`config.mk`:
```
export PLATFORM = sky130hd
export DESIGN_NAME = nfc_response_frame_parser_core_flat
export DESIGN_NICKNAME = d
export VERILOG_FILES = /design/src/design/nfcp_pkg.sv /design/src/design/nfcp_ifs.sv /design/src/design/nfcp_in_stage.sv /design/src/design/nfcp_frame_fsm.sv /design/src/design/nfcp_out_stage.sv /design/src/design/nfc_response_frame_parser_core.sv /design/src/flat_wrapper.sv
export SDC_FILE = /design/constraint.sdc
export NUM_CORES = 1
export LEC_CHECK = 0
export CAP_MARGIN = 20
export CORE_ASPECT_RATIO = 0.7
export CORE_MARGIN = 2
export CORE_UTILIZATION = 46
export CTS_CLUSTER_DIAMETER = 80
export DETAILED_ROUTE_END_ITERATION = 6
export DONT_BUFFER_PORTS = 1
export RECOVER_POWER = 100
export SLEW_MARGIN = 0
export SYNTH_ARGS = -nofsm -noshare
export SYNTH_HDL_FRONTEND = slang
export SYNTH_SLANG_ARGS = --single-unit
```
`constraint.sdc`:
```
create_clock -name clk -period 5.55 [get_ports clk]
set_clock_uncertainty 0.1 [all_clocks]
set_input_delay 0.2775 -clock clk [delete_from_list [all_inputs] [get_ports clk]]
set_output_delay 0.2775 -clock clk [all_outputs]
set_load 0.05 [all_outputs]
```
`src/design/nfcp_pkg.sv`:
```
// Shared types and constants of the response frame parser.
package nfcp_pkg;

  // Input request command codes
  localparam logic [1:0] CMD_BYTE    = 2'd0;
  localparam logic [1:0] CMD_TICK    = 2'd1;
  localparam logic [1:0] CMD_RESTART = 2'd2;

  // Frame end status codes
  localparam logic [2:0] ST_OK         = 3'd0;
  localparam logic [2:0] ST_BAD_START  = 3'd1;
  localparam logic [2:0] ST_BAD_HEADER = 3'd2;
  localparam logic [2:0] ST_BAD_ECHO   = 3'd3;
  localparam logic [2:0] ST_BAD_SUM    = 3'd4;
  localparam logic [2:0] ST_BAD_POST   = 3'd5;
  localparam logic [2:0] ST_TIMEOUT    = 3'd6;

  // Result kinds
  localparam logic KIND_DATA   = 1'b0;
  localparam logic KIND_STATUS = 1'b1;

  // Parser phase codes
  localparam logic [1:0] PH_DONE   = 2'd0;
  localparam logic [1:0] PH_HEADER = 2'd1;
  localparam logic [1:0] PH_BODY   = 2'd2;

  // Configuration register indexes
  localparam logic CFG_EXPECTED_CMD = 1'b0;
  localparam logic CFG_TIMEOUT      = 1'b1;

  // Frame byte values
  localparam logic [7:0] TFI_CODE   = 8'hD5;
  localparam logic [7:0] START_CODE = 8'hFF;
  localparam logic [7:0] ZERO_CODE  = 8'h00;

  localparam logic [15:0] TIMEOUT_RESET = 16'd100;

  // Header byte positions
  localparam logic [8:0] POS_PRE    = 9'd0;
  localparam logic [8:0] POS_START0 = 9'd1;
  localparam logic [8:0] POS_START1 = 9'd2;
  localparam logic [8:0] POS_LEN    = 9'd3;
  localparam logic [8:0] POS_LCS    = 9'd4;
  localparam logic [8:0] POS_TFI    = 9'd5;
  localparam logic [8:0] POS_BODY   = 9'd6;

  localparam int CFG_DATA_W = 16;

  typedef struct packed {
    logic [1:0] command;
    logic [7:0] rx_byte;
  } req_t;

  typedef struct packed {
    logic       kind;
    logic [7:0] payload_byte;
    logic [2:0] status;
    logic       last;
  } rsp_t;

endpackage

```
`src/design/nfcp_ifs.sv`:
```
// Valid/ready channel interfaces for the request and result streams.
interface nfcp_req_if;
  logic       valid;
  logic       ready;
  logic [1:0] command;
  logic [7:0] rx_byte;

  modport source (output valid, output command, output rx_byte, input ready);
  modport sink (input valid, input command, input rx_byte, output ready);
endinterface

interface nfcp_rsp_if;
  logic       valid;
  logic       ready;
  logic       kind;
  logic [7:0] payload_byte;
  logic [2:0] status;
  logic       last;

  modport source (output valid, output kind, output payload_byte, output status,
                  output last, input ready);
  modport sink (input valid, input kind, input payload_byte, input status,
                input last, output ready);
endinterface

```
`src/design/nfcp_in_stage.sv`:
```
// Input register: holds one accepted request until the parser takes it.
module nfcp_in_stage (
  input  logic           clk,
  input  logic           rst_n,
  nfcp_req_if.sink       in_req,
  input  logic           take,
  output logic           item_valid,
  output nfcp_pkg::req_t item
);

  logic           valid_r;
  logic           valid_nxt;
  nfcp_pkg::req_t item_r;
  logic           accept;

  // Free when empty or when the held request moves on this cycle
  assign in_req.ready = !valid_r || take;
  assign accept       = in_req.valid && in_req.ready;

  always_comb begin
    valid_nxt = valid_r;
    if (accept) begin
      valid_nxt = 1'b1;
    end else if (take) begin
      valid_nxt = 1'b0;
    end
  end

  always_ff @(posedge clk) begin
    if (!rst_n) begin
      valid_r <= 1'b0;
    end else begin
      valid_r <= valid_nxt;
    end
  end

  // Payload needs no reset
  always_ff @(posedge clk) begin
    if (accept) begin
      item_r.command <= in_req.command;
      item_r.rx_byte <= in_req.rx_byte;
    end
  end

  assign item_valid = valid_r;
  assign item       = item_r;

endmodule

```
`src/design/nfcp_frame_fsm.sv`:
```
// Frame state, configuration registers and per-request decode.
module nfcp_frame_fsm (
  input  logic                              clk,
  input  logic                              rst_n,
  input  logic                              cfg_we,
  input  logic                              cfg_index,
  input  logic [nfcp_pkg::CFG_DATA_W-1:0]   cfg_wdata,
  input  logic                              fire,
  input  nfcp_pkg::req_t                    item,
  output logic                              res_valid,
  output nfcp_pkg::rsp_t                    res
);

  // Configuration
  logic [7:0]  exp_cmd_r;
  logic [15:0] timeout_r;

  // Frame state
  logic [1:0]  phase_r,   phase_nxt;
  logic [8:0]  pos_r,     pos_nxt;
  logic [7:0]  len_r,     len_nxt;
  logic [7:0]  sum_r,     sum_nxt;
  logic        sfault_r,  sfault_nxt;
  logic        hfault_r,  hfault_nxt;
  logic        efault_r,  efault_nxt;
  logic [15:0] ticks_r,   ticks_nxt;

  logic [7:0]  b;
  logic [8:0]  body_k;
  logic [8:0]  before_dcs;
  logic [7:0]  sum_add;
  logic [7:0]  echo_want;

  assign b          = item.rx_byte;
  assign body_k     = pos_r - nfcp_pkg::POS_BODY;
  assign before_dcs = {1'b0, len_r - 8'd1};
  assign sum_add    = sum_r + b;
  assign echo_want  = exp_cmd_r + 8'd1;

  // Configuration writes
  always_ff @(posedge clk) begin
    if (!rst_n) begin
      exp_cmd_r <= 8'd0;
      timeout_r <= nfcp_pkg::TIMEOUT_RESET;
    end else if (cfg_we) begin
      unique case (cfg_index)
        nfcp_pkg::CFG_EXPECTED_CMD: exp_cmd_r <= cfg_wdata[7:0];
        nfcp_pkg::CFG_TIMEOUT:      timeout_r <= cfg_wdata[15:0];
        default: ;
      endcase
    end
  end

  // Next state and result for the current request
  always_comb begin
    phase_nxt  = phase_r;
    pos_nxt    = pos_r;
    len_nxt    = len_r;
    sum_nxt    = sum_r;
    sfault_nxt = sfault_r;
    hfault_nxt = hfault_r;
    efault_nxt = efault_r;
    ticks_nxt  = ticks_r;
    res_valid  = 1'b0;
    res        = '{kind: nfcp_pkg::KIND_STATUS, payload_byte: 8'd0,
                   status: nfcp_pkg::ST_OK, last: 1'b1};

    if (item.command == nfcp_pkg::CMD_RESTART) begin
      phase_nxt  = nfcp_pkg::PH_HEADER;
      pos_nxt    = 9'd0;
      len_nxt    = 8'd0;
      sum_nxt    = 8'd0;
      sfault_nxt = 1'b0;
      hfault_nxt = 1'b0;
      efault_nxt = 1'b0;
      ticks_nxt  = 16'd0;
    end else if (phase_r != nfcp_pkg::PH_DONE) begin
      unique case (phase_r) inside
        nfcp_pkg::PH_HEADER,
        nfcp_pkg::PH_BODY: begin
          if (item.command == nfcp_pkg::CMD_TICK) begin
            // Wait phase timer
            if (ticks_r >= timeout_r) begin
              res_valid  = 1'b1;
              res.status = nfcp_pkg::ST_TIMEOUT;
              phase_nxt  = nfcp_pkg::PH_DONE;
            end else begin
              ticks_nxt = ticks_r + 16'd1;
            end
          end else if (item.command == nfcp_pkg::CMD_BYTE) begin
            pos_nxt = pos_r + 9'd1;
            if (phase_r == nfcp_pkg::PH_HEADER) begin
              // Header checks, latched until the TFI byte
              case (pos_r) inside
                nfcp_pkg::POS_PRE, nfcp_pkg::POS_START0:
                  if (b != nfcp_pkg::ZERO_CODE) sfault_nxt = 1'b1;
                nfcp_pkg::POS_START1:
                  if (b != nfcp_pkg::START_CODE) sfault_nxt = 1'b1;
                nfcp_pkg::POS_LEN: begin
                  len_nxt = b;
                  if (b == 8'd0) hfault_nxt = 1'b1;
                end
                nfcp_pkg::POS_LCS:
                  if ((len_r + b) != 8'd0) hfault_nxt = 1'b1;
                default:
                  if (b != nfcp_pkg::TFI_CODE) hfault_nxt = 1'b1;
              endcase
              if (pos_r == nfcp_pkg::POS_TFI) begin
                if (sfault_nxt) begin
                  res_valid  = 1'b1;
                  res.status = nfcp_pkg::ST_BAD_START;
                  phase_nxt  = nfcp_pkg::PH_DONE;
                end else if (hfault_nxt) begin
                  res_valid  = 1'b1;
                  res.status = nfcp_pkg::ST_BAD_HEADER;
                  phase_nxt  = nfcp_pkg::PH_DONE;
                end else begin
                  sum_nxt    = nfcp_pkg::TFI_CODE;
                  efault_nxt = (len_r < 8'd2);
                  phase_nxt  = nfcp_pkg::PH_BODY;
                  ticks_nxt  = 16'd0;
                end
              end
            end else begin
              // Body: echo, data, DCS, then postamble
              if (body_k < before_dcs) begin
                sum_nxt = sum_add;
                if (body_k == 9'd0) begin
                  if (b != echo_want) efault_nxt = 1'b1;
                end else begin
                  res_valid = 1'b1;
                  res       = '{kind: nfcp_pkg::KIND_DATA, payload_byte: b,
                                status: nfcp_pkg::ST_OK, last: 1'b0};
                end
              end else if (body_k == before_dcs) begin
                sum_nxt = sum_add;
              end else begin
                res_valid = 1'b1;
                phase_nxt = nfcp_pkg::PH_DONE;
                if (efault_r) begin
                  res.status = nfcp_pkg::ST_BAD_ECHO;
                end else if (sum_r != 8'd0) begin
                  res.status = nfcp_pkg::ST_BAD_SUM;
                end else if (b != nfcp_pkg::ZERO_CODE) begin
                  res.status = nfcp_pkg::ST_BAD_POST;
                end else begin
                  res.status = nfcp_pkg::ST_OK;
                end
              end
            end
          end
        end
        default: ;
      endcase
    end
  end

  // Frame state update
  always_ff @(posedge clk) begin
    if (!rst_n) begin
      phase_r  <= nfcp_pkg::PH_DONE;
      pos_r    <= 9'd0;
      len_r    <= 8'd0;
      sum_r    <= 8'd0;
      sfault_r <= 1'b0;
      hfault_r <= 1'b0;
      efault_r <= 1'b0;
      ticks_r  <= 16'd0;
    end else if (fire) begin
      phase_r  <= phase_nxt;
      pos_r    <= pos_nxt;
      len_r    <= len_nxt;
      sum_r    <= sum_nxt;
      sfault_r <= sfault_nxt;
      hfault_r <= hfault_nxt;
      efault_r <= efault_nxt;
      ticks_r  <= ticks_nxt;
    end
  end

endmodule

```
`src/design/nfcp_out_stage.sv`:
```
// Result register: holds one result until the consumer takes it.
module nfcp_out_stage (
  input  logic           clk,
  input  logic           rst_n,
  input  logic           fire,
  input  logic           res_valid,
  input  nfcp_pkg::rsp_t res,
  output logic           can_load,
  nfcp_rsp_if.source     out_rsp
);

  logic           valid_r;
  logic           valid_nxt;
  nfcp_pkg::rsp_t data_r;

  // A new result may land when empty or when the held one leaves
  assign can_load = !valid_r || out_rsp.ready;

  always_comb begin
    valid_nxt = valid_r;
    if (can_load) begin
      valid_nxt = fire && res_valid;
    end
  end

  always_ff @(posedge clk) begin
    if (!rst_n) begin
      valid_r <= 1'b0;
    end else begin
      valid_r <= valid_nxt;
    end
  end

  always_ff @(posedge clk) begin
    if (can_load && fire && res_valid) begin
      data_r <= res;
    end
  end

  assign out_rsp.valid        = valid_r;
  assign out_rsp.kind         = data_r.kind;
  assign out_rsp.payload_byte = data_r.payload_byte;
  assign out_rsp.status       = data_r.status;
  assign out_rsp.last         = data_r.last;

endmodule

```
`src/design/nfc_response_frame_parser_core.sv`:
```
// A held request's result (if any) is registered once the result register can load.
// Throughput: one request per cycle unless the output stalls; an input register and a
// result register decouple the two channels, so the input stalls only while both are
// full and the output is not ready. Each request is decoded by one compare/add stage
// between those registers. Reset (rst_n low, synchronous): no frame open, registers
// back to defaults (expected command 0, timeout 100 ticks), both stages empty.
module nfc_response_frame_parser_core (
  input  logic                            clk,
  input  logic                            rst_n,
  nfcp_req_if.sink                        in_req,
  nfcp_rsp_if.source                      out_rsp,
  input  logic                            cfg_we,
  input  logic                            cfg_index,
  input  logic [nfcp_pkg::CFG_DATA_W-1:0] cfg_wdata
);

  logic           item_valid;
  nfcp_pkg::req_t item;
  logic           can_load;
  logic           fire;
  logic           res_valid;
  nfcp_pkg::rsp_t res;

  // Held request is decoded when the result register can take its result
  assign fire = item_valid && can_load;

  nfcp_in_stage u_in (
    .clk        (clk),
    .rst_n      (rst_n),
    .in_req     (in_req),
    .take       (fire),
    .item_valid (item_valid),
    .item       (item)
  );

  nfcp_frame_fsm u_fsm (
    .clk       (clk),
    .rst_n     (rst_n),
    .cfg_we    (cfg_we),
    .cfg_index (cfg_index),
    .cfg_wdata (cfg_wdata),
    .fire      (fire),
    .item      (item),
    .res_valid (res_valid),
    .res       (res)
  );

  nfcp_out_stage u_out (
    .clk       (clk),
    .rst_n     (rst_n),
    .fire      (fire),
    .res_valid (res_valid),
    .res       (res),
    .can_load  (can_load),
    .out_rsp   (out_rsp)
  );

endmodule

```
`src/flat_wrapper.sv`:
```
// flat-port wrapper written by rule: the top's interface ports become plain ports
module nfc_response_frame_parser_core_flat 
  (clk, rst_n, cfg_we, cfg_index, cfg_wdata, in_req_valid, in_req_command, in_req_rx_byte, in_req_ready, out_rsp_valid, out_rsp_kind, out_rsp_payload_byte, out_rsp_status, out_rsp_last, out_rsp_ready);
  nfcp_req_if in_req_i ();
  nfcp_rsp_if out_rsp_i ();
  input  logic clk;
  input  logic rst_n;
  input  logic cfg_we;
  input  logic cfg_index;
  input  logic [nfcp_pkg::CFG_DATA_W-1:0] cfg_wdata;
  input wire logic [$bits(in_req_i.valid)-1:0] in_req_valid;
  input wire logic [$bits(in_req_i.command)-1:0] in_req_command;
  input wire logic [$bits(in_req_i.rx_byte)-1:0] in_req_rx_byte;
  output wire logic [$bits(in_req_i.ready)-1:0] in_req_ready;
  output wire logic [$bits(out_rsp_i.valid)-1:0] out_rsp_valid;
  output wire logic [$bits(out_rsp_i.kind)-1:0] out_rsp_kind;
  output wire logic [$bits(out_rsp_i.payload_byte)-1:0] out_rsp_payload_byte;
  output wire logic [$bits(out_rsp_i.status)-1:0] out_rsp_status;
  output wire logic [$bits(out_rsp_i.last)-1:0] out_rsp_last;
  input wire logic [$bits(out_rsp_i.ready)-1:0] out_rsp_ready;
  assign in_req_i.valid = in_req_valid;
  assign in_req_i.command = in_req_command;
  assign in_req_i.rx_byte = in_req_rx_byte;
  assign in_req_ready = in_req_i.ready;
  assign out_rsp_valid = out_rsp_i.valid;
  assign out_rsp_kind = out_rsp_i.kind;
  assign out_rsp_payload_byte = out_rsp_i.payload_byte;
  assign out_rsp_status = out_rsp_i.status;
  assign out_rsp_last = out_rsp_i.last;
  assign out_rsp_i.ready = out_rsp_ready;
  nfc_response_frame_parser_core u_core (.clk(clk), .rst_n(rst_n), .in_req(in_req_i), .out_rsp(out_rsp_i), .cfg_we(cfg_we), .cfg_index(cfg_index), .cfg_wdata(cfg_wdata));
endmodule
```
# Word level (Yosys, flattened, before mapping)
# Index checks and enable logic that the tools add are counted.
# totals
elab_cells	227
output_inout_bits	15
reg_bits	95
in_bits	32
# op_classes
muxes	124
n_eq_ne	26
add_sub_neg	7
n_bitwise	5
n_lt_le_gt_ge	3
n_reduce_logical	44
# op_table
op	count
2-to-1 mux 16 bit	10
2-to-1 mux 8 bit	20
2-to-1 mux 1 bit	64
2-to-1 mux 9 bit	5
2-to-1 mux 2 bit	15
AND reduction 9 bit	3
2-to-1 mux 3 bit	8
nonzero test 8 bit	3
equality test 9 x 2 -> 1 bit (second input constant)	2
equality test 9 x 3 -> 1 bit (second input constant)	2
logical NOT 9 bit	2
nonzero test 3 bit	6
adder 16 x 1 -> 16 bit (second input constant)	1
adder 8 bit	2
>= comparator 16 bit	1
!= test 8 bit (second input constant)	2
!= test 3 bit (second input constant)	5
nonzero test 2 bit	7
2-to-1 mux 13 bit	1
AND reduction 11 bit	1
adder 9 x 1 -> 9 bit (second input constant)	1
equality test 9 x 1 -> 1 bit (second input constant)	1
equality test 9 x 8 -> 1 bit	1
< comparator 9 x 8 -> 1 bit	1
other kinds (27)	45

# Longest topological paths before layout
# Gate-level depths: netlist (run 1).
# depth
depth_word	23
ltp_mapped	14
depth_no_buf	13

# Hierarchy
# Synthesis (run 1) repeated with hierarchy kept, for this count alone.
# unflattened
hier_cells	711
hier_area_um2	5982.0
# by_module_without_submodules
module	seq_area_each_um2	cells_each	n_inst	area_each_um2
nfcp_frame_fsm	1401.3	677	1	5162.5
nfcp_out_stage	410.4	18	1	455.4
nfcp_in_stage	320.3	15	1	357.8
nfc_response_frame_parser_core	0.0	1	1	6.3

# Worst setup path after synthesis (run 1)
# No wires, ideal clock.
# synth_timing
path_type	register to register
start	register u_core.u_fsm.len_r[2]
end	register u_core.u_out.data_r (netlist bit u_core.u_out.out_rsp.kind), enable pin
t_required_ps	5038
synth_period_minus_slack_ps	4047
setup_slack_ps	1503
path_stages_with_launch	13
path_buffers	0
t_arrival_ps	3534
setup_ps	412
cell_sequence	dfxtp_1 > or3_1 > or2_2 > nor4_1 > xnor2_1 > ha_1 > o21ai_0 > a21oi_1 > o21ai_0 > nor4b_1 > o21ai_0 > a31oi_1 > nor4_1
# synth_between
elab_chain_len	23
elab_cells_between_ends	28
cone_classes	add/sub (2); order compare (1); eq/ne (1); mux (22); reduce/logical (2)
# synth_lines
element	line_no	source
start: declaration	nfcp_frame_fsm.sv:21	logic [7:0] len_r, len_nxt;
start signal: assignment	nfcp_frame_fsm.sv:172	len_r <= len_nxt;
adder 8 bit	nfcp_frame_fsm.sv:104	if ((len_r + b) != 8'd0) hfault_nxt = 1'b1;
nonzero test 8 bit	nfcp_frame_fsm.sv:104	
2-to-1 mux 1 bit	nfcp_frame_fsm.sv:104	
2-to-1 mux 1 bit (4 in a row)	nfcp_frame_fsm.sv:94	case (pos_r) inside
2-to-1 mux 1 bit	nfcp_frame_fsm.sv:92	if (phase_r == nfcp_pkg::PH_HEADER) begin
2-to-1 mux 1 bit	nfcp_frame_fsm.sv:90	end else if (item.command == nfcp_pkg::CMD_BYTE) begin
2-to-1 mux 1 bit	nfcp_frame_fsm.sv:81	if (item.command == nfcp_pkg::CMD_TICK) begin
2-to-1 mux 1 bit	nfcp_frame_fsm.sv:78	unique case (phase_r) inside
(+4 left out)	--	
2-to-1 mux 1 bit	nfcp_frame_fsm.sv:108	if (pos_r == nfcp_pkg::POS_TFI) begin
2-to-1 mux 1 bit *	nfcp_frame_fsm.sv:92	
2-to-1 mux 1 bit *	nfcp_frame_fsm.sv:90	
2-to-1 mux 1 bit *	nfcp_frame_fsm.sv:81	
2-to-1 mux 1 bit *	nfcp_frame_fsm.sv:78	
2-to-1 mux 1 bit *	nfcp_frame_fsm.sv:77	end else if (phase_r != nfcp_pkg::PH_DONE) begin
2-to-1 mux 1 bit *	nfcp_frame_fsm.sv:68	if (item.command == nfcp_pkg::CMD_RESTART) begin
logical AND 1 bit *	nfcp_out_stage.sv:35	if (can_load && fire && res_valid) begin
end signal: assignment	nfcp_out_stage.sv:36	data_r <= res;
end: declaration	nfcp_out_stage.sv:14	nfcp_pkg::rsp_t data_r;
# Every way passes the cells marked *; elsewhere a longest branch is shown, timed or not. The select of a mux whose other input is x is not followed.
# A chain may end at the register's enable or synchronous reset.

# Worst setup path in the final report (run 1)
# layout_timing
start	register u_core.u_in.item_r (netlist bit u_core.u_in.item[0])
end	register u_core.u_fsm.ticks_r[3]
# layout_between
elab_chain_len	15
elab_cells_between_ends	32
cone_classes	add/sub (1); eq/ne (4); mux (23); reduce/logical (4)
# layout_lines
element	line_no	source
start: declaration	nfcp_in_stage.sv:13	nfcp_pkg::req_t item_r;
adder 8 bit	nfcp_frame_fsm.sv:104	
nonzero test 8 bit	nfcp_frame_fsm.sv:104	
2-to-1 mux 1 bit	nfcp_frame_fsm.sv:104	
2-to-1 mux 1 bit (4 in a row)	nfcp_frame_fsm.sv:94	
2-to-1 mux 1 bit	nfcp_frame_fsm.sv:92	
2-to-1 mux 1 bit	nfcp_frame_fsm.sv:90	
2-to-1 mux 1 bit	nfcp_frame_fsm.sv:81	
2-to-1 mux 1 bit	nfcp_frame_fsm.sv:78	
2-to-1 mux 1 bit	nfcp_frame_fsm.sv:77	
2-to-1 mux 1 bit	nfcp_frame_fsm.sv:68	
!= test 3 bit (no source line)	--	
AND reduction 9 bit (no source line) *	--	
end signal: assignment	nfcp_frame_fsm.sv:177	ticks_r <= ticks_nxt;
end: declaration	nfcp_frame_fsm.sv:26	logic [15:0] ticks_r, ticks_nxt;
# Marked as above.

==> results of run 1 <==
-- cells in the final DEF, fill, tap and decap left out, types with 23 or more instances in the layout --
| cell type | Yosys | layout |
|---|---|---|
| xnor2_1 | 23 | 23 |
| nor2_1 | 70 | 70 |
| nand3_1 | 25 | 25 |
| ha_1 | 52 | 52 |
| o21ai_0 | 23 | 35 |
| a21oi_1 | 38 | 38 |
| dlygate4sd3_1 | 0 | 30 |
| dfxtp_1 | 72 | 72 |
| inv_1 | 40 | 40 |
| nand2_1 | 67 | 67 |
-- metal layers --
metal  global-route usage, %  vias up  part of all wire (%)
met4                    5.15        0                  0.78
li1                        -     2569                     -
met5                       0        -                     0
met3                    6.92       11                   8.7
met1                    34.2     2537                    49
met2                    36.1      170                    42
-- cell type report --
class                           instances  area [sq um]
Fill cell                            1166          5950
Multi-Input combinational cell        531          3590
Sequential cell                        94          2100
Timing Repair Buffer                   34           319
Clock buffer                           11           254
Tap cell                              162           203
Inverter                               40           150
Clock inverter                          5          62.6
-- state kept, by name, indices dropped and copies added, names as in the netlist, 3 cells and up --
signal / flops
u_core.u_fsm.exp_cmd_r: 8
u_core.u_fsm.pos_r: 9
u_core.u_fsm.timeout_r: 16
u_core.u_fsm.ticks_r: 16
u_core.u_fsm.len_r: 8
u_core.u_out.out_rsp.status: 3
u_core.u_fsm.sum_r: 8
u_core.u_out.out_rsp.payload_byte: 8
u_core.u_in.item: 10
-- worst min-delay path by stage --
stage	end	cells past startpoint	from	slack, ns
4_1_cts	u_core.u_fsm.ticks_r[3]	2	rst_n	0.0006
6_report	u_core.u_fsm.ticks_r[3]	2	rst_n	0.009
5_1_grt	u_core.u_fsm.ticks_r[0]	2	rst_n	0.01
3_3_place_gp	u_core.u_fsm.timeout_r[2]	1	rst_n	0.27
3_5_place_dp	u_core.u_in.item[1]	0	in_req_rx_byte[1]	0.28
2_1_floorplan	u_core.u_in.item[0]	0	in_req_rx_byte[0]	0.28
-- cell usage after synthesis (all sizes together), types with 16 or more instances --
library cell / n / area, sq um
ha: 52 / 651
dfxtp: 72 / 1440
xor2: 16 / 140
xnor2: 23 / 201
nor2: 70 / 263
mux2i: 17 / 170
a21oi: 38 / 190
clkbuf: 24 / 90.1
nand3: 25 / 125
o21ai: 36 / 184
nand2: 67 / 251
edfxtp: 22 / 661
inv: 40 / 150
-- kinds of logic after synthesis --
group	Yosys count
compound gates	162
xor+xnor	39
fa+ha+maj	55
buf+inv	74
flops	94
mux	18
simple gates	257
-- repair_timing --
action | 4_1_cts | 5_1_grt
setup buffers | 0 | 0
hold buffers | 30 | 0
hold endpoints to repair | 54 | 0
gates resized for setup | 0 | 0
-- worst reg2reg max path, cell delays in order (launching register included) --
cell and delay (ns):
edfxtp_1 0.52, ha_1 0.28, fa_1 0.43, a31oi_1 0.24, mux2_2 0.39, a2111oi_4 0.44
o21ai_0 0.69, or3_1 0.84, o41ai_1 0.39
-- power by group through the flow --
stage	clock, mW	combinational (mW)	sequential, mW
6_report	0.664	0.147	0.736
3_5_place_dp	0	0.125	0.752
4_1_cts	0.677	0.146	0.736
3_3_place_gp	0	0.122	0.751
5_1_grt	0.709	0.164	0.739
2_1_floorplan	0	0.105	0.742
==> flow_summary_export.csv, run 1 <==
group,metric,value,unit
critical_path,r2r-end,"u_core.u_fsm.ticks_r[3]",
finish,final_nets,796,
flow_run,cap_violations,1,
yosys,syn-cell-area,6050,sq um
pwr,switching_share,25.4,%
critical_path,cp-startpoint,"u_core.u_in.item[0]",
critical_path,rrSetupSlack,1.12,ns
detailed_routing,viasPerCell,6.03,
clocking,clk-insertion-delay-late,0.35,ns
detailed_routing,drt_pre_antenna_iters,7,
global_routing,grt_start_max_net_pins,41,
yosys,ys_seq_area_share,34.8,%
placement,finalWeightedCongestion,0.905,
global_routing,grt_pass1_wl,26.5,mm
timing,worst_pin_slew,1.79,ns
detailed_routing,vias,5287,
die,die_x,141,um
critical_path,crit_chain,"ha_1 > fa_1 > a31oi_1 > mux2_2 > a2111oi_4 > o21ai_0 > or3_1 > o41ai_1",
finish,diodes,0,
yosys,yosysWarnings,0,
pwr,peakVddDrop,155,uV
clocking,clk_path_buf_depth,2,
clocking,cts_tree,"done",
detailed_routing,drt_wl_total,16.1,mm
timing,setup_viol,0,
yosys,syn_avg_cell_area,8.65,sq um
finish,final_cells,877,
timing,fmax,0.226,GHz
critical_path,crit_required,5.69,ns
yosys,synth_compound_area_share,18.9,%
yosys,synth_xor_area_share,5.65,%
placement,place_hpwl,11.5,mm
global_routing,antenna_found_initial,0,
placement,placed_cells,830,
critical_path,path_class,"flip-flop to flip-flop",
critical_path,cp.depth,8,
yosys,synth_top_family_by_area,"simple AND/OR/NAND/NOR gates",
critical_path,critPathCapture,"u_core.u_fsm.ticks_r[3]",
yosys,ys_ff_latch,94,
yosys,ys_types,66,
die,fp.dieH,99.9,um
pwr,clockPowerShare,42.9,%
yosys,yosys.area_share.simple,20.9,%
timing,final_hold_viol_count,0,
clocking,clock_sinks,94,
outcome,status,"finished with violations",
critical_path,cp_num_buf_inv,0,
yosys,synth_fa_ha_area_share,11.6,%
detailed_routing,drt_iter0_markers,412,
pwr,power.density,232,nW/um^2
timing,whs,0.00941,ns
hold_path,hp-class,"primary input to flip-flop",
critical_path,crit_path_top_delay_cell,"or3_1",
outcome,violations,"max-capacitance violations, max-slew violations",
die,io-pin-count,47,
die,initial_utilization,47.9,%
timing,layout_min_cycle_time,4.43,ns
yosys,muxShareOfSynthArea,3.00,%
pwr,netSwitchingPower,0.392,mW
pwr,p_comb_share,9.5,%
global_routing,first_global_vias,5113,
pwr,report.power.total,1.55,mW
clocking,cts-root-buf,"clkbuf_16",
die,rows,34,
yosys,synth_edf_count,22,
critical_path,cp_max_fo,16,
yosys,synthArstFlopShare,0,%
detailed_routing,drc_errors,0,
detailed_routing,drtAntennaViolNets,0,
critical_path,worstPathArrival,4.57,ns
critical_path,path_delay_family,"compound AO/OA/AOI/OAI gates",
critical_path,r2r_start,"u_core.u_in.item[0]",
critical_path,cp-start-kind,"flip-flop",
clocking,clk_pin_slew,0.07,ns
finish,drive_gt1_share,3.36,%
yosys,synth_flop_cell,"dfxtp_1",
finish,finish.utilization,52.9,%
timing,setup_ws,1.12,ns
finish,syn2layout_area_growth,10.5,%
global_routing,overflow,0,
placement,dp_slack,1.70,ns
detailed_routing,wire_per_inst,18.4,um
clocking,htreeDepth,3,
die,dieArea,14100,sq um
die,core,12600,sq um
placement,io_buffers,0,
critical_path,worst_setup_path_end_kind,"flip-flop",
timing,maxSlewViolCount,17,
timing,fin_crit_sh,79.8,%
pwr,p_seq_share,47.6,%
placement,place_area,6120,sq um
critical_path,r2r_cells,8,
global_routing,grt_usage,23.9,%
pwr,cell_internal_pwr,1.15,mW
critical_path,crit_path_max_incr_delay,0.83,ns
timing,setup_tns,0,ns
yosys,syn-instance-count,699,
timing,rsz0062_at_grt,"false",
clocking,cts_inserted_buffers,9,
pwr,p_leak,2.63,nW
yosys,syn-num-nets,785,
finish,final_area,6680,sq um
timing,relSlewSlack,-20.4,%
No activity file was read; power rests on OpenSTA's default activity.
==> run 2: changes to the inputs <==
==> constraint.sdc (replaced) <==
create_clock -name clk -period 4.1 [get_ports clk]
set_clock_uncertainty 0.1 [all_clocks]
set_input_delay 0.205 -clock clk [delete_from_list [all_inputs] [get_ports clk]]
set_output_delay 0.205 -clock clk [all_outputs]
set_load 0.05 [all_outputs]
==> run 2 against run 1 <==
Compared with the run above:
- the run now ends clean
- register-to-register slack got worse by 0.81 ns
- sequential share of layout area decreased by 0.094 points
- sequential cell count unchanged
- power up 33%
- critical path depth up 5
- non-clock buffer count grew 5
- utilization grew 0.16 points
- via count is 1.4% higher
- setup slack got worse by 0.81 ns
- first-iteration DRC count is 9.2% higher
- global-route usage is essentially flat
- critical path type unchanged
- critical endpoint is now u_core.u_out.out_rsp.status[0]
- largest cell class unchanged
- largest power group unchanged
==> flow_summary_export.csv, run 2 (synthesis gave the netlist of run 1 again) <==
group,metric,value,unit
die,initial_utilization,47.9,%
die,dieArea,14100,sq um
die,rows,34,
global_routing,overflow,0,
pwr,netSwitchingPower,0.572,mW
pwr,p_leak,2.65,nW
clocking,cts_tree,"done",
clocking,clock_sinks,94,
critical_path,crit_chain,"ha_1 > or4_1 > o21ai_0 > nand2_1 > ha_1 > o21ai_0 > a21oi_1 > o21ai_0 > nor4b_1 > o21ai_0 > a31oi_1 > nor4_1 > clkbuf_1",
critical_path,path_class,"flip-flop to flip-flop",
clocking,htreeDepth,3,
die,fp.dieH,99.9,um
timing,fmax,0.264,GHz
timing,rsz0062_at_grt,"false",
detailed_routing,wire_per_inst,18.6,um
placement,io_buffers,0,
placement,place_hpwl,11.8,mm
pwr,switching_share,27.9,%
critical_path,r2r_start,"u_core.u_fsm.pos_r[2]",
pwr,power.density,306,nW/um^2
finish,drive_gt1_share,4.58,%
timing,fin_crit_sh,92.4,%
pwr,clockPowerShare,41.0,%
detailed_routing,drc_errors,0,
global_routing,first_global_vias,5027,
critical_path,worstPathArrival,3.73,ns
outcome,status,"completed",
critical_path,r2r-end,"u_core.u_out.out_rsp.status[0]",
die,die_x,141,um
finish,final_common_cell,"dfxtp_1",
timing,whs,0.0437,ns
clocking,clk_path_buf_depth,2,
critical_path,critPathCapture,"u_core.u_out.out_rsp.status[0]",
clocking,cts-root-buf,"clkbuf_16",
critical_path,r2r_cells,13,
die,core,12600,sq um
critical_path,cp-start-kind,"flip-flop",
placement,finalWeightedCongestion,0.882,
finish,final_cell_mix,"dfxtp_1, nor2_1, nand2_1",
finish,finish.utilization,53.0,%
clocking,clk_pin_slew,0.07,ns
detailed_routing,drt_pre_antenna_iters,5,
critical_path,crit_required,4.04,ns
timing,setup_tns,0,ns
critical_path,cp-startpoint,"u_core.u_fsm.pos_r[2]",
critical_path,cp_max_fo,8,
finish,fill_cells,1154,
critical_path,rrSetupSlack,0.31,ns
timing,maxSlewViolCount,0,
timing,relSlewSlack,24.2,%
finish,final_nets,801,
timing,setup_viol,0,
global_routing,antenna_found_initial,0,
clocking,clk-insertion-delay-late,0.36,ns
finish,seq_area,2100,sq um
timing,final_hold_viol_count,0,
flow_run,cap_violations,0,
global_routing,grt_usage,23.9,%
pwr,peakVddDrop,191,uV
hold_path,hp-class,"primary input to flip-flop",
critical_path,crit_path_max_incr_delay,0.42,ns
finish,multi_input_area,3590,sq um
global_routing,grt_pass1_wl,26.5,mm
global_routing,grt_start_max_net_pins,47,
timing,layout_min_cycle_time,3.79,ns
pwr,p_seq_share,48.3,%
detailed_routing,viasPerCell,6.08,
pwr,p_comb_share,10.7,%
detailed_routing,vias,5362,
finish,syn2layout_area_growth,10.8,%
detailed_routing,drt_wl_total,16.4,mm
clocking,cts_inserted_buffers,9,
pwr,cell_internal_pwr,1.48,mW
die,io-pin-count,47,
detailed_routing,drt_iter0_markers,450,
critical_path,crit_top_cell,"o21ai_0",
critical_path,worst_setup_path_end_kind,"flip-flop",
timing,worst_pin_slew,1.12,ns
clocking,post_cts_buffers,0,
finish,diodes,0,
detailed_routing,drtAntennaViolNets,0,
critical_path,crit_path_top_delay_cell,"or4_1",
==> run 2: area by class of cell <==
class | instances | area share (%)
Tap cell | 162 | 3.03
Clock buffer | 9 | 3.36
Inverter | 40 | 2.24
Timing Repair Buffer | 39 | 5.43
Clock inverter | 7 | 0.934
Multi-Input combinational cell | 531 | 53.6
Sequential cell | 94 | 31.4
==> run 2: worst min-delay path by stage <==
stage | start | to | slack [ns] | depth (start not counted)
6_report | rst_n | u_core.u_fsm.sum_r[7] | 0.04 | 4
4_1_cts | rst_n | u_core.u_fsm.timeout_r[2] | 0.04 | 2
2_1_floorplan | in_req_rx_byte[0] | u_core.u_in.item[0] | 0.20 | 0
5_1_grt | rst_n | u_core.u_fsm.timeout_r[5] | 0.05 | 2
3_5_place_dp | in_req_rx_byte[4] | u_core.u_in.item[4] | 0.20 | 0
3_3_place_gp | rst_n | u_core.u_fsm.timeout_r[2] | 0.20 | 1
==> run 2: routing by layer <==
metal  track usage, %  vias up  part of all wire (%)  wire, um
met1             35.5     2558                    50      8230
met4             4.85        0                  0.80       131
met2             35.8      224                    42      6830
met3             5.25       16                   7.3      1190
met5                0        -                     0         0
li1                 -     2564                     -         -
==> run 2: through the flow <==
| step | setup WS (ns) | instances | instance area (sq um) | total power, mW |
|---|---|---|---|---|
| CTS | 0.541 | 882 | 6760 | 2.06 |
| global placement | 0.702 | 837 | 6170 | 1.19 |
| floorplan | 0.0534 | 699 | 6050 | 1.15 |
| finish | 0.312 | 882 | 6700 | 2.05 |
| global route | 0.146 | 882 | 6700 | 2.13 |
| detailed placement | 0.565 | 837 | 6170 | 1.20 |
==> run 2: timing repair <==
item                                   in CTS  in global routing
hold buffers                               29                  0
gates resized for setup                     0                  0
endpoints found under the hold margin      62                  0
==> run 2: power by group through the flow <==
stage / clock [mW] / combinational, mW / sequential, mW
after detailed placement: 0 / 0.183 / 1.01
after global placement: 0 / 0.179 / 1.01
after CTS: 0.851 / 0.216 / 0.990
after global routing: 0.895 / 0.240 / 0.994
final: 0.842 / 0.219 / 0.991
after floorplan: 0 / 0.142 / 1.00
==> run 2: critical path, delay by kind of cell (launching register included) <==
kind,cells,cell delay (ns)
fa+ha+maj,2,0.57
simple gates,4,1.06
buf+inv,1,0.27
compound gates,6,1.08
flops,1,0.39
